### src/hdl/ebml_pkg.sv
// Shared types, codes and helpers for the EBML element stream parser.
package ebml_pkg;

    localparam int MAX_NEST_DEFAULT = 8;

    localparam logic [2:0] KIND_HEADER   = 3'd0;
    localparam logic [2:0] KIND_WIDTH    = 3'd1;
    localparam logic [2:0] KIND_HEIGHT   = 3'd2;
    localparam logic [2:0] KIND_ID_ERR   = 3'd3;
    localparam logic [2:0] KIND_SIZE_ERR = 3'd4;
    localparam logic [2:0] KIND_TRUNC    = 3'd5;
    localparam logic [2:0] KIND_OVERFLOW = 3'd6;

    localparam logic [31:0] ID_EBML_HEADER  = 32'h1A45DFA3;
    localparam logic [31:0] ID_SEGMENT      = 32'h18538067;
    localparam logic [31:0] ID_TRACKS       = 32'h1654AE6B;
    localparam logic [31:0] ID_TRACK_ENTRY  = 32'h000000AE;
    localparam logic [31:0] ID_VIDEO        = 32'h000000E0;
    localparam logic [31:0] ID_PIXEL_WIDTH  = 32'h000000B0;
    localparam logic [31:0] ID_PIXEL_HEIGHT = 32'h000000BA;

    // Smallest first byte of a valid ID (IDs are at most four bytes long).
    localparam logic [7:0] ID_FIRST_MIN = 8'h10;

    typedef enum logic [5:0] {
        PH_EXPECT     = 6'b000001,
        PH_ID         = 6'b000010,
        PH_SIZE_FIRST = 6'b000100,
        PH_SIZE_MORE  = 6'b001000,
        PH_PIXEL      = 6'b010000,
        PH_SKIP       = 6'b100000
    } phase_t;

    typedef struct packed {
        logic [2:0]  result_kind;
        logic [31:0] element_code;
        logic [2:0]  id_bytes;
        logic [55:0] payload_size;
        logic [3:0]  size_bytes;
        logic [63:0] pixel_count;
        logic [3:0]  nest_level;
        logic        run_end;
    } result_t;

    // Up to two result words produced by one byte, in order.
    typedef struct packed {
        logic [1:0] count;
        result_t    first;
        result_t    second;
    } result_pair_t;

    function automatic result_t make_result(
        input logic [2:0]  kind,
        input logic [31:0] code,
        input logic [2:0]  idb,
        input logic [55:0] psize,
        input logic [3:0]  sb,
        input logic [63:0] pix,
        input logic [3:0]  level
    );
        result_t r;
        r.result_kind  = kind;
        r.element_code = code;
        r.id_bytes     = idb;
        r.payload_size = psize;
        r.size_bytes   = sb;
        r.pixel_count  = pix;
        r.nest_level   = level;
        r.run_end      = 1'b0;
        return r;
    endfunction

    // Count of zero bits above the highest set bit; the byte is never zero here.
    function automatic logic [2:0] lead_zeros(input logic [7:0] b);
        logic [2:0] lz;
        lz = 3'd7;
        for (int i = 0; i < 8; i++) begin
            if (b[i]) begin
                lz = 3'(7 - i);
            end
        end
        return lz;
    endfunction

    function automatic logic is_container(input logic [31:0] id);
        return (id == ID_EBML_HEADER) || (id == ID_SEGMENT) || (id == ID_TRACKS) ||
               (id == ID_TRACK_ENTRY) || (id == ID_VIDEO);
    endfunction

endpackage

### src/hdl/ebml_end_stack.sv
// Stack of open container end offsets with a parallel compare against the byte offset.
module ebml_end_stack #(
    parameter int MAX_NEST = ebml_pkg::MAX_NEST_DEFAULT,
    parameter int DW = $clog2(MAX_NEST + 1),
    parameter int IW = $clog2(MAX_NEST)
) (
    input  logic          aclk,
    input  logic          push_en,
    input  logic [IW-1:0] push_index,
    input  logic [63:0]   push_end,
    input  logic [DW-1:0] depth,
    input  logic [63:0]   position,
    output logic [DW-1:0] pop_depth
);
    import ebml_pkg::*;

    logic [63:0]         end_reg [MAX_NEST];
    logic [MAX_NEST-1:0] still_open;

    always_ff @(posedge aclk) begin
        if (push_en) begin
            end_reg[push_index] <= push_end;
        end
    end

    // A level stays open while its end lies beyond the current offset. Levels
    // are popped from the top down to the highest one that is still open.
    always_comb begin
        for (int j = 0; j < MAX_NEST; j++) begin
            still_open[j] = (DW'(j) < depth) && (end_reg[j] > position);
        end
        pop_depth = '0;
        for (int j = 0; j < MAX_NEST; j++) begin
            if (still_open[j]) begin
                pop_depth = DW'(j + 1);
            end
        end
    end

endmodule

### src/hdl/ebml_parser_core.sv
// Per-byte parse state and the decode of ID, size and payload bytes into results.
module ebml_parser_core #(
    parameter int MAX_NEST = ebml_pkg::MAX_NEST_DEFAULT,
    parameter int DW = $clog2(MAX_NEST + 1),
    parameter int IW = $clog2(MAX_NEST)
) (
    input  logic                   aclk,
    input  logic                   aresetn,
    input  logic                   fire,
    input  logic [7:0]             data_byte,
    input  logic                   final_byte,
    input  logic [DW-1:0]          pop_depth,
    output logic [DW-1:0]          nest_depth,
    output logic [63:0]            byte_position,
    output logic                   push_en,
    output logic [IW-1:0]          push_index,
    output logic [63:0]            push_end,
    output ebml_pkg::result_pair_t results
);
    import ebml_pkg::*;

    phase_t        phase_reg, phase_next;
    logic [31:0]   id_reg, id_next;
    logic [1:0]    id_left_reg, id_left_next;
    logic [2:0]    id_len_reg, id_len_next;
    logic [55:0]   size_reg, size_next;
    logic [2:0]    size_left_reg, size_left_next;
    logic [3:0]    size_len_reg, size_len_next;
    logic [63:0]   pos_reg, pos_next;
    logic [55:0]   left_reg, left_next;
    logic [63:0]   value_reg, value_next;
    logic [DW-1:0] depth_reg, depth_next;
    logic          halted_reg, halted_next;

    logic [2:0]    lz;
    logic          size_done;
    logic [55:0]   sz;
    logic [1:0]    n_main;
    result_t       res_a, res_b, trunc;
    logic          trunc_en;
    logic [2:0]    pix_kind;
    logic [55:0]   miss;

    assign nest_depth    = depth_reg;
    assign byte_position = pos_reg;
    assign push_index    = depth_reg[IW-1:0];
    assign lz            = lead_zeros(data_byte);
    assign pix_kind      = (id_reg == ID_PIXEL_WIDTH) ? KIND_WIDTH : KIND_HEIGHT;

    always_comb begin
        phase_next     = phase_reg;
        id_next        = id_reg;
        id_left_next   = id_left_reg;
        id_len_next    = id_len_reg;
        size_next      = size_reg;
        size_left_next = size_left_reg;
        size_len_next  = size_len_reg;
        pos_next       = pos_reg;
        left_next      = left_reg;
        value_next     = value_reg;
        depth_next     = depth_reg;
        halted_next    = halted_reg;
        size_done      = 1'b0;
        sz             = '0;
        n_main         = 2'd0;
        res_a          = '0;
        res_b          = '0;
        trunc          = '0;
        trunc_en       = 1'b0;
        miss           = '0;
        push_en        = 1'b0;
        push_end       = '0;

        if (fire) begin
            pos_next = pos_reg + 64'd1;
            if (!halted_reg) begin
                case (phase_reg)
                    PH_EXPECT: begin
                        depth_next = pop_depth;
                        if (data_byte < ID_FIRST_MIN) begin
                            res_a  = make_result(KIND_ID_ERR, {24'd0, data_byte}, 3'd0,
                                                 56'd0, 4'd0, 64'd0, 4'(pop_depth));
                            n_main = 2'd1;
                            if (pop_depth != '0) begin
                                depth_next = pop_depth - DW'(1);
                            end else begin
                                halted_next = 1'b1;
                            end
                        end else begin
                            id_next      = {24'd0, data_byte};
                            id_len_next  = lz + 3'd1;
                            id_left_next = lz[1:0];
                            phase_next   = (lz != 3'd0) ? PH_ID : PH_SIZE_FIRST;
                        end
                    end
                    PH_ID: begin
                        id_next      = {id_reg[23:0], data_byte};
                        id_left_next = id_left_reg - 2'd1;
                        if (id_left_next == 2'd0) begin
                            phase_next = PH_SIZE_FIRST;
                        end
                    end
                    PH_SIZE_FIRST: begin
                        if (data_byte == 8'd0) begin
                            res_a      = make_result(KIND_SIZE_ERR, id_reg, id_len_reg, 56'd0,
                                                     4'd0, 64'd0, 4'(depth_reg));
                            n_main     = 2'd1;
                            phase_next = PH_EXPECT;
                            if (depth_reg != '0) begin
                                depth_next = depth_reg - DW'(1);
                            end else begin
                                halted_next = 1'b1;
                            end
                        end else begin
                            sz             = {48'd0, data_byte & (8'h7F >> lz)};
                            size_next      = sz;
                            size_len_next  = {1'b0, lz} + 4'd1;
                            size_left_next = lz;
                            if (lz == 3'd0) begin
                                size_done = 1'b1;
                            end else begin
                                phase_next = PH_SIZE_MORE;
                            end
                        end
                    end
                    PH_SIZE_MORE: begin
                        sz             = {size_reg[47:0], data_byte};
                        size_next      = sz;
                        size_left_next = size_left_reg - 3'd1;
                        if (size_left_next == 3'd0) begin
                            size_done = 1'b1;
                        end
                    end
                    PH_PIXEL: begin
                        value_next = {value_reg[55:0], data_byte};
                        left_next  = left_reg - 56'd1;
                        if (left_next == 56'd0) begin
                            res_a      = make_result(pix_kind, id_reg, id_len_reg, size_reg,
                                                     size_len_reg, value_next, 4'(depth_reg));
                            n_main     = 2'd1;
                            phase_next = PH_EXPECT;
                        end
                    end
                    PH_SKIP: begin
                        if (left_reg != 56'd0) begin
                            left_next = left_reg - 56'd1;
                        end
                        if (left_next == 56'd0) begin
                            phase_next = PH_EXPECT;
                        end
                    end
                    default: begin
                        phase_next = PH_EXPECT;
                    end
                endcase
            end

            if (size_done) begin
                phase_next = PH_EXPECT;
                n_main     = 2'd1;
                res_a      = make_result(KIND_HEADER, id_reg, id_len_reg, sz, size_len_next,
                                         64'd0, 4'(depth_reg));
                if (is_container(id_reg)) begin
                    if (depth_reg >= DW'(MAX_NEST)) begin
                        // No room for another level: report it and skip the content.
                        res_a.result_kind = KIND_OVERFLOW;
                        left_next = sz;
                        if (sz != 56'd0) begin
                            phase_next = PH_SKIP;
                        end
                    end else begin
                        push_en    = 1'b1;
                        push_end   = pos_next + {8'd0, sz};
                        depth_next = depth_reg + DW'(1);
                    end
                end else if ((id_reg == ID_PIXEL_WIDTH) || (id_reg == ID_PIXEL_HEIGHT)) begin
                    value_next = '0;
                    left_next  = sz;
                    if (sz == 56'd0) begin
                        res_b  = make_result(pix_kind, id_reg, id_len_reg, sz, size_len_next,
                                             64'd0, 4'(depth_reg));
                        n_main = 2'd2;
                    end else begin
                        phase_next = PH_PIXEL;
                    end
                end else begin
                    left_next = sz;
                    if (sz != 56'd0) begin
                        phase_next = PH_SKIP;
                    end
                end
            end

            if (final_byte) begin
                if (!halted_next && (phase_next != PH_EXPECT)) begin
                    if ((phase_next == PH_PIXEL) || (phase_next == PH_SKIP)) begin
                        miss = left_next;
                    end
                    trunc    = make_result(KIND_TRUNC, id_next, 3'd0, miss, 4'd0, 64'd0,
                                           4'(depth_next));
                    trunc_en = 1'b1;
                end
                // The file ends here: start over for the next one.
                phase_next  = PH_EXPECT;
                pos_next    = '0;
                depth_next  = '0;
                halted_next = 1'b0;
            end
        end

        results.count  = n_main + {1'b0, trunc_en};
        results.first  = (n_main != 2'd0) ? res_a : trunc;
        results.second = (n_main == 2'd2) ? res_b : trunc;
        if (results.count == 2'd1) begin
            results.first.run_end = 1'b1;
        end
        if (results.count == 2'd2) begin
            results.second.run_end = 1'b1;
        end
    end

    always_ff @(posedge aclk) begin
        if (!aresetn) begin
            phase_reg  <= PH_EXPECT;
            pos_reg    <= '0;
            depth_reg  <= '0;
            halted_reg <= 1'b0;
        end else begin
            phase_reg  <= phase_next;
            pos_reg    <= pos_next;
            depth_reg  <= depth_next;
            halted_reg <= halted_next;
        end
    end

    always_ff @(posedge aclk) begin
        id_reg        <= id_next;
        id_left_reg   <= id_left_next;
        id_len_reg    <= id_len_next;
        size_reg      <= size_next;
        size_left_reg <= size_left_next;
        size_len_reg  <= size_len_next;
        left_reg      <= left_next;
        value_reg     <= value_next;
    end

endmodule

### src/hdl/ebml_result_queue.sv
// Four-entry result queue that takes up to two words per cycle and sends one.
module ebml_result_queue (
    input  logic                   aclk,
    input  logic                   aresetn,
    input  ebml_pkg::result_pair_t results,
    output logic                   room,
    output logic                   out_valid,
    input  logic                   out_ready,
    output ebml_pkg::result_t      out_word
);
    import ebml_pkg::*;

    localparam int QD = 4;
    localparam int PW = $clog2(QD);

    result_t       entry_reg [QD];
    logic [PW-1:0] head_reg, head_next;
    logic [PW-1:0] tail_reg, tail_next;
    logic [PW:0]   count_reg, count_next;
    logic          pop;

    assign out_valid = (count_reg != '0);
    assign out_word  = entry_reg[head_reg];
    assign pop       = out_valid && out_ready;
    // Room is judged on the registered count so that a byte never waits on out_ready.
    assign room      = (count_reg <= (PW + 1)'(QD - 2));

    always_comb begin
        head_next  = pop ? head_reg + PW'(1) : head_reg;
        tail_next  = tail_reg + PW'(results.count);
        count_next = count_reg + (PW + 1)'(results.count) - (PW + 1)'(pop);
    end

    always_ff @(posedge aclk) begin
        if (results.count != 2'd0) begin
            entry_reg[tail_reg] <= results.first;
        end
        if (results.count == 2'd2) begin
            entry_reg[tail_reg + PW'(1)] <= results.second;
        end
    end

    always_ff @(posedge aclk) begin
        if (!aresetn) begin
            head_reg  <= '0;
            tail_reg  <= '0;
            count_reg <= '0;
        end else begin
            head_reg  <= head_next;
            tail_reg  <= tail_next;
            count_reg <= count_next;
        end
    end

endmodule

### src/hdl/ebml_element_stream_parser_unit.sv
// Flow: an accepted byte waits in an input register and is parsed once the result queue
// has room; its results are written to the queue, which drives the master side.
// Throughput: one byte per cycle while the queue has room; a byte that causes two results
// sends them on the master port one after the other, buffered by a 4-word queue.
// Reset: aresetn (synchronous, active low) clears the parse state, nesting depth and
// queue; the end-offset stack is not cleared, as only entries below the depth are read.
module ebml_element_stream_parser_unit #(
    parameter int MAX_NEST = ebml_pkg::MAX_NEST_DEFAULT
) (
    input  logic         aclk,
    input  logic         aresetn,
    input  logic         s_tvalid,
    output logic         s_tready,
    input  logic [7:0]   s_tdata,   // data_byte[7:0]
    input  logic         s_tlast,   // final_byte
    output logic         m_tvalid,
    input  logic         m_tready,
    // element_code[31:0], id_bytes[34:32], payload_size[90:35], size_bytes[94:91],
    // pixel_count[158:95], nest_level[162:159], zero fill[167:163]
    output logic [167:0] m_tdata,
    output logic [2:0]   m_tuser,   // result_kind[2:0]
    output logic         m_tlast    // run_end
);
    import ebml_pkg::*;

    localparam int DW = $clog2(MAX_NEST + 1);
    localparam int IW = $clog2(MAX_NEST);

    logic          in_valid_reg;
    logic [7:0]    in_byte_reg;
    logic          in_final_reg;
    logic          room;
    logic          fire;

    logic [DW-1:0] pop_depth;
    logic [DW-1:0] nest_depth;
    logic [63:0]   byte_position;
    logic          push_en;
    logic [IW-1:0] push_index;
    logic [63:0]   push_end;
    result_pair_t  results;
    result_t       out_word;

    assign fire     = in_valid_reg && room;
    assign s_tready = !in_valid_reg || fire;

    always_ff @(posedge aclk) begin
        if (!aresetn) begin
            in_valid_reg <= 1'b0;
        end else if (s_tready) begin
            in_valid_reg <= s_tvalid;
        end
    end

    always_ff @(posedge aclk) begin
        if (s_tready && s_tvalid) begin
            in_byte_reg  <= s_tdata;
            in_final_reg <= s_tlast;
        end
    end

    ebml_end_stack #(
        .MAX_NEST(MAX_NEST),
        .DW(DW),
        .IW(IW)
    ) u_stack (
        .aclk      (aclk),
        .push_en   (push_en),
        .push_index(push_index),
        .push_end  (push_end),
        .depth     (nest_depth),
        .position  (byte_position),
        .pop_depth (pop_depth)
    );

    ebml_parser_core #(
        .MAX_NEST(MAX_NEST),
        .DW(DW),
        .IW(IW)
    ) u_core (
        .aclk         (aclk),
        .aresetn      (aresetn),
        .fire         (fire),
        .data_byte    (in_byte_reg),
        .final_byte   (in_final_reg),
        .pop_depth    (pop_depth),
        .nest_depth   (nest_depth),
        .byte_position(byte_position),
        .push_en      (push_en),
        .push_index   (push_index),
        .push_end     (push_end),
        .results      (results)
    );

    ebml_result_queue u_queue (
        .aclk     (aclk),
        .aresetn  (aresetn),
        .results  (results),
        .room     (room),
        .out_valid(m_tvalid),
        .out_ready(m_tready),
        .out_word (out_word)
    );

    assign m_tdata = {5'd0, out_word.nest_level, out_word.pixel_count, out_word.size_bytes,
                      out_word.payload_size, out_word.id_bytes, out_word.element_code};
    assign m_tuser = out_word.result_kind;
    assign m_tlast = out_word.run_end;

endmodule
### config.mk
export PLATFORM = sky130hd
export DESIGN_NAME = ebml_element_stream_parser_unit
export DESIGN_NICKNAME = d
export VERILOG_FILES = /design/src/hdl/ebml_pkg.sv /design/src/hdl/ebml_end_stack.sv /design/src/hdl/ebml_parser_core.sv /design/src/hdl/ebml_result_queue.sv /design/src/hdl/ebml_element_stream_parser_unit.sv
export SDC_FILE = /design/constraint.sdc
export NUM_CORES = 2
export LEC_CHECK = 0
export BUFFER_PORTS_ARGS = -buffer_cell sky130_fd_sc_hd__buf_2
export CAP_MARGIN = 20
export CORE_AREA = 8 8 538 540
export CTS_CLUSTER_SIZE = 40
export DETAILED_ROUTE_END_ITERATION = 8
export DIE_AREA = 0 0 546 548
export SYNTH_ARGS = -nofsm -noshare
export SYNTH_HDL_FRONTEND = slang
export SYNTH_HIERARCHICAL = 1
export SYNTH_SLANG_ARGS = --single-unit
### constraint.sdc
create_clock -name aclk -period 21.5 [get_ports aclk]
set_input_delay 4.3 -clock aclk [delete_from_list [all_inputs] [get_ports aclk]]
set_output_delay 4.3 -clock aclk [all_outputs]
set_load 0.01 [all_outputs]
==> out/metrics.csv <==
stage;metric;value;unit
final_layout;post-route cell area;94300;sq um
power;share of total power in sequential cells;0.461;
clock_tree;clock net sink count;1486;
setup_path;CP Data Required Time;22.05;ns
power;P per Cell Area;76.9;nW/um^2
synthesis;library cell with the highest instance count after synthesis;sky130_fd_sc_hd__edfxtp_1;
global_route;GRT Resource Usage Total;0.172;
detailed_routing;routed vias/inst;5.51;
synthesis;fraction of post-synthesis cell area in the top cell type by area;0.501;
die;Floorplan Core Area;281000;sq um
global_route;initial antenna violation count;17;
clock_tree;number of clock buffers inserted by TritonCTS;173;
clock_tree;Hold-fix buffers, CTS;0;
synthesis;most instantiated cells after synthesis;sky130_fd_sc_hd__edfxtp_1, sky130_fd_sc_hd__ha_1, sky130_fd_sc_hd__nand2_1;
detailed_routing;mean routed wirelength per cell;25.4;um
detailed_routing;vias after detailed routing;58600;
clock_tree;Root Buffer Master;sky130_fd_sc_hd__clkbuf_16;
global_route;total congestion overflow;0;
synthesis;post-synthesis sequential area ratio;0.522;
power;worst supply voltage drop on vdd;0.0689;mV
die;standard-cell rows;195;
worst_hold_path;cell depth of the worst hold path;2;
synthesis;number of distinct library cells after synthesis;103;
power;Clk network pwr share;0.413;
job;max-cap violation count;0;
detailed_routing;first drt pass iteration count;6;
clock_tree;total setup buffers inserted after CTS;0;
synthesis;total number of yosys warnings;6;
final_layout;fillers;27400;
synthesis;cell type with the highest aggregate area in the netlist;sky130_fd_sc_hd__edfxtp_1;
setup_path;launching element type of the critical path;register;
clock_tree;buffer depth of the longest clock path;4;
detailed_routing;number of design rule violations left after detail routing;0;
detailed_routing;Total Wirelength;270;mm
power;Static Leakage;33.7;nW
sta;Final Max Slew Viols;0;
sta;Final Hold Vio Count;0;
clock_tree;insertion delay of the later-clocked pin in the worst-skew pair;0.87;ns
synthesis;leading post-synthesis cells by cell area;sky130_fd_sc_hd__edfxtp_1, sky130_fd_sc_hd__ha_1, sky130_fd_sc_hd__mux2_1, sky130_fd_sc_hd__mux4_2, sky130_fd_sc_hd__mux2_2;
sta;Setup Viol. Count Final;0;
final_layout;total area of multi-input combinational cells;37800;sq um
setup_path;reg-to-reg setup timing slack;11.04;ns
power;net load switching power;0.00188;W
synthesis;EDFF count, synth;1401;
placed_design;Placed Area;88500;sq um
die;Ports;187;
sta;fraction of the cycle the final worst path needs;0.487;
worst_hold_path;worst hold path class;register to register;
detailed_routing;Iteration-0 DRC Markers;6075;
status;run status;finished clean;
synthesis;commonest register cell after synthesis;sky130_fd_sc_hd__edfxtp_1;
setup_path;r2r endpoint;u_queue/entry_reg[2][19];
clock_tree;clock tree from TritonCTS;built;
sta;remaining max-slew budget at the tightest pin;0.0911;
die;initial standard-cell utilization of the core;0.299;
synthesis;gate count after technology mapping;6625;
setup_path;Worst Path Max Fanout;51;
die;Die Width;546;um
sta;clock period minus worst slack;10.46;ns
setup_path;R2R cell count;19;
sta;maximum clock frequency;95.6;MHz
synthesis;Post-synth ARST share;0;
synthesis;cell area after technology mapping;83900;sq um
sta;RSZ-0062 raised after global routing;false;
setup_path;endpoint kind of the worst setup timing path;register;
global_route;global-route wire length before repair;395;mm
setup_path;class of the most critical setup path;register to register;
final_layout;layout net count;7339;
die;overall die area;299000;sq um
clock_tree;Clock Pin Slew Worst Setup and Hold Paths;0.06;ns
power;Internal;0.00537;W
final_layout;fraction of final layout cells with drive strength greater than 1;0.157;
worst_hold_path;startpoint of the worst hold path;u_queue/head_reg[1];
placed_design;input/output buffers;181;
detailed_routing;DRT antenna net count;0;
placed_design;routability cong.;0.944;
final_layout;area added between synthesis and finish;12.3;%
power;switching fraction of total power;0.259;
die;vertical die dimension;548;um
sta;worst clock skew on the final layout;0.0829;ns
sta;setup total negative slack;0;ns
sta;slew at the pin closest to its max-slew limit;1.33;ns
final_layout;max FFs per register;668;
clock_tree;Clock H-tree levels;4;
synthesis;syn_area_per_cell;12.7;sq um
setup_path;critical path data arrival time;11.01;ns
clock_tree;Resize count post-CTS;0;
global_route;maximum number of pins on one net before global-route repair;127;
setup_path;launch point of the worst reg-to-reg path;in_byte_reg[7];
global_route;via count of the first global-routing pass;57400;
power;part of the power in combinational logic;0.126;
placed_design;HPWL after detailed placement;182;mm
final_layout;area taken by flip-flops and latches;43800;sq um
synthesis;FF+latch count, synth;1486;
## per-stage QoR
step	setup WS, ns	util	hold slack, ns	total power (W)	instances
3_5_place_dp	11.28	0.315	0.471	0.00433	10300
3_3_place_gp	11.20	0.315	0.453	0.00432	10300
6_report	11.04	0.336	0.483	0.00725	10600
4_1_cts	11.23	0.335	0.480	0.00733	10600
5_1_grt	10.69	0.336	0.517	0.00749	10600
2_1_floorplan	4.22	-	0.449	0.00393	6692
## critical path, stage by stage, from the launching register on
cell and delay [ns]:
sky130_fd_sc_hd__edfxtp_1 0.76, sky130_fd_sc_hd__or4_1 0.88, sky130_fd_sc_hd__nor4_2 0.52, sky130_fd_sc_hd__nand2b_1 0.44, sky130_fd_sc_hd__a21boi_1 0.41, sky130_fd_sc_hd__nor4_1 0.98, sky130_fd_sc_hd__nor2b_1 0.21, sky130_fd_sc_hd__or3b_2 0.51
sky130_fd_sc_hd__a211o_1 0.34, sky130_fd_sc_hd__o31ai_4 0.19, sky130_fd_sc_hd__buf_4 0.43, sky130_fd_sc_hd__inv_1 0.25, sky130_fd_sc_hd__ha_1 0.27, sky130_fd_sc_hd__xnor2_1 0.15, sky130_fd_sc_hd__inv_1 0.23, sky130_fd_sc_hd__and4bb_4 0.77
sky130_fd_sc_hd__buf_4 0.77, sky130_fd_sc_hd__buf_4 0.77, sky130_fd_sc_hd__buf_4 0.71, sky130_fd_sc_hd__mux2_2 0.41
## area by class of cell
| type | count | area share |
|---|---|---|
| clock inverter | 88 | 0.0108 |
| multi-input combinational | 4637 | 0.401 |
| timing repair buffer | 278 | 0.0183 |
| tap | 3743 | 0.0497 |
| clock buffer | 221 | 0.0491 |
| antenna | 16 | 0.000425 |
| inverter | 162 | 0.00646 |
| sequential | 1486 | 0.464 |
## cells by family after synthesis
logic type,after synthesis,share of synthesized area
AOI/OAI and AO/OA,1317,0.101
xor gates and xnor gates,142,0.0152
adders and majority gates,588,0.0878
buffers and inverters,569,0.0341
DFF,1486,0.522
muxes,844,0.136
other,2,0.0000895
and+or+nand+nor,1677,0.105
## metal layers
layer	GRT usage	part of all wire	routed length, um
met3	0.0320	0.079	21300
met4	0.0527	0.031	8380
met1	0.242	0.44	119000
met2	0.269	0.45	121000
met5	0	0.000044	12
## power by group through the flow
stage / Sequential (W) / Clock [W] / Combinational [W]
finish: 0.00335 / 0.00299 / 0.000910
global placement: 0.00340 / 0 / 0.000922
CTS: 0.00334 / 0.00305 / 0.000928
detailed placement: 0.00340 / 0 / 0.000925
global route: 0.00336 / 0.00316 / 0.000972
floorplan: 0.00335 / 0 / 0.000578
## how the worst max path moves through the flow
stage / from / end / slack [ns] / cells past startpoint
floorplan: u_core/left_reg[0] / u_queue/entry_reg[0][0] / 4.22 / 23
global placement: in_byte_reg[7] / u_queue/entry_reg[2][25] / 11.20 / 19
CTS: in_byte_reg[7] / u_queue/entry_reg[2][19] / 11.23 / 19
finish: in_byte_reg[7] / u_queue/entry_reg[2][19] / 11.04 / 19
global route: in_byte_reg[7] / u_queue/entry_reg[2][19] / 10.69 / 19
detailed placement: in_byte_reg[7] / u_queue/entry_reg[2][19] / 11.28 / 19
## layout by cell type (no fill, tap or decap), types with 20 or more instances in the layout
master | synthesis | final
sky130_fd_sc_hd__nor2b_1 | 135 | 135
sky130_fd_sc_hd__o21ai_0 | 288 | 287
sky130_fd_sc_hd__nand4_1 | 148 | 148
sky130_fd_sc_hd__clkinv_1 | 1 | 33
sky130_fd_sc_hd__clkinv_2 | 0 | 25
sky130_fd_sc_hd__o22ai_1 | 73 | 73
sky130_fd_sc_hd__a21oi_1 | 369 | 367
sky130_fd_sc_hd__conb_1 | 2 | 69
sky130_fd_sc_hd__nor3_1 | 96 | 92
sky130_fd_sc_hd__o211ai_1 | 27 | 27
sky130_fd_sc_hd__xnor2_1 | 92 | 92
sky130_fd_sc_hd__mux2_2 | 309 | 309
sky130_fd_sc_hd__a211oi_1 | 40 | 39
sky130_fd_sc_hd__ha_1 | 586 | 586
sky130_fd_sc_hd__or3_1 | 26 | 26
sky130_fd_sc_hd__nand2_1 | 371 | 368
sky130_fd_sc_hd__a22oi_1 | 113 | 113
sky130_fd_sc_hd__and2_1 | 188 | 188
sky130_fd_sc_hd__clkbuf_16 | 0 | 175
sky130_fd_sc_hd__a22o_1 | 77 | 77
sky130_fd_sc_hd__buf_2 | 66 | 182
sky130_fd_sc_hd__o21a_1 | 30 | 30
sky130_fd_sc_hd__and3_1 | 48 | 48
sky130_fd_sc_hd__inv_1 | 161 | 160
sky130_fd_sc_hd__and4_1 | 22 | 22
sky130_fd_sc_hd__dfxtp_1 | 85 | 82
sky130_fd_sc_hd__nor4_1 | 78 | 76
sky130_fd_sc_hd__bufinv_16 | 0 | 21
sky130_fd_sc_hd__clkbuf_1 | 197 | 38
sky130_fd_sc_hd__nor2_1 | 314 | 297
sky130_fd_sc_hd__or4_1 | 22 | 22
sky130_fd_sc_hd__edfxtp_1 | 1401 | 1401
sky130_fd_sc_hd__o31ai_1 | 20 | 20
sky130_fd_sc_hd__mux2_1 | 360 | 360
sky130_fd_sc_hd__a21o_1 | 111 | 111
sky130_fd_sc_hd__xor2_1 | 47 | 47
sky130_fd_sc_hd__mux4_2 | 167 | 167
sky130_fd_sc_hd__nand3_1 | 127 | 127
sky130_fd_sc_hd__buf_4 | 79 | 89
Power figures use the tool's default switching activity.
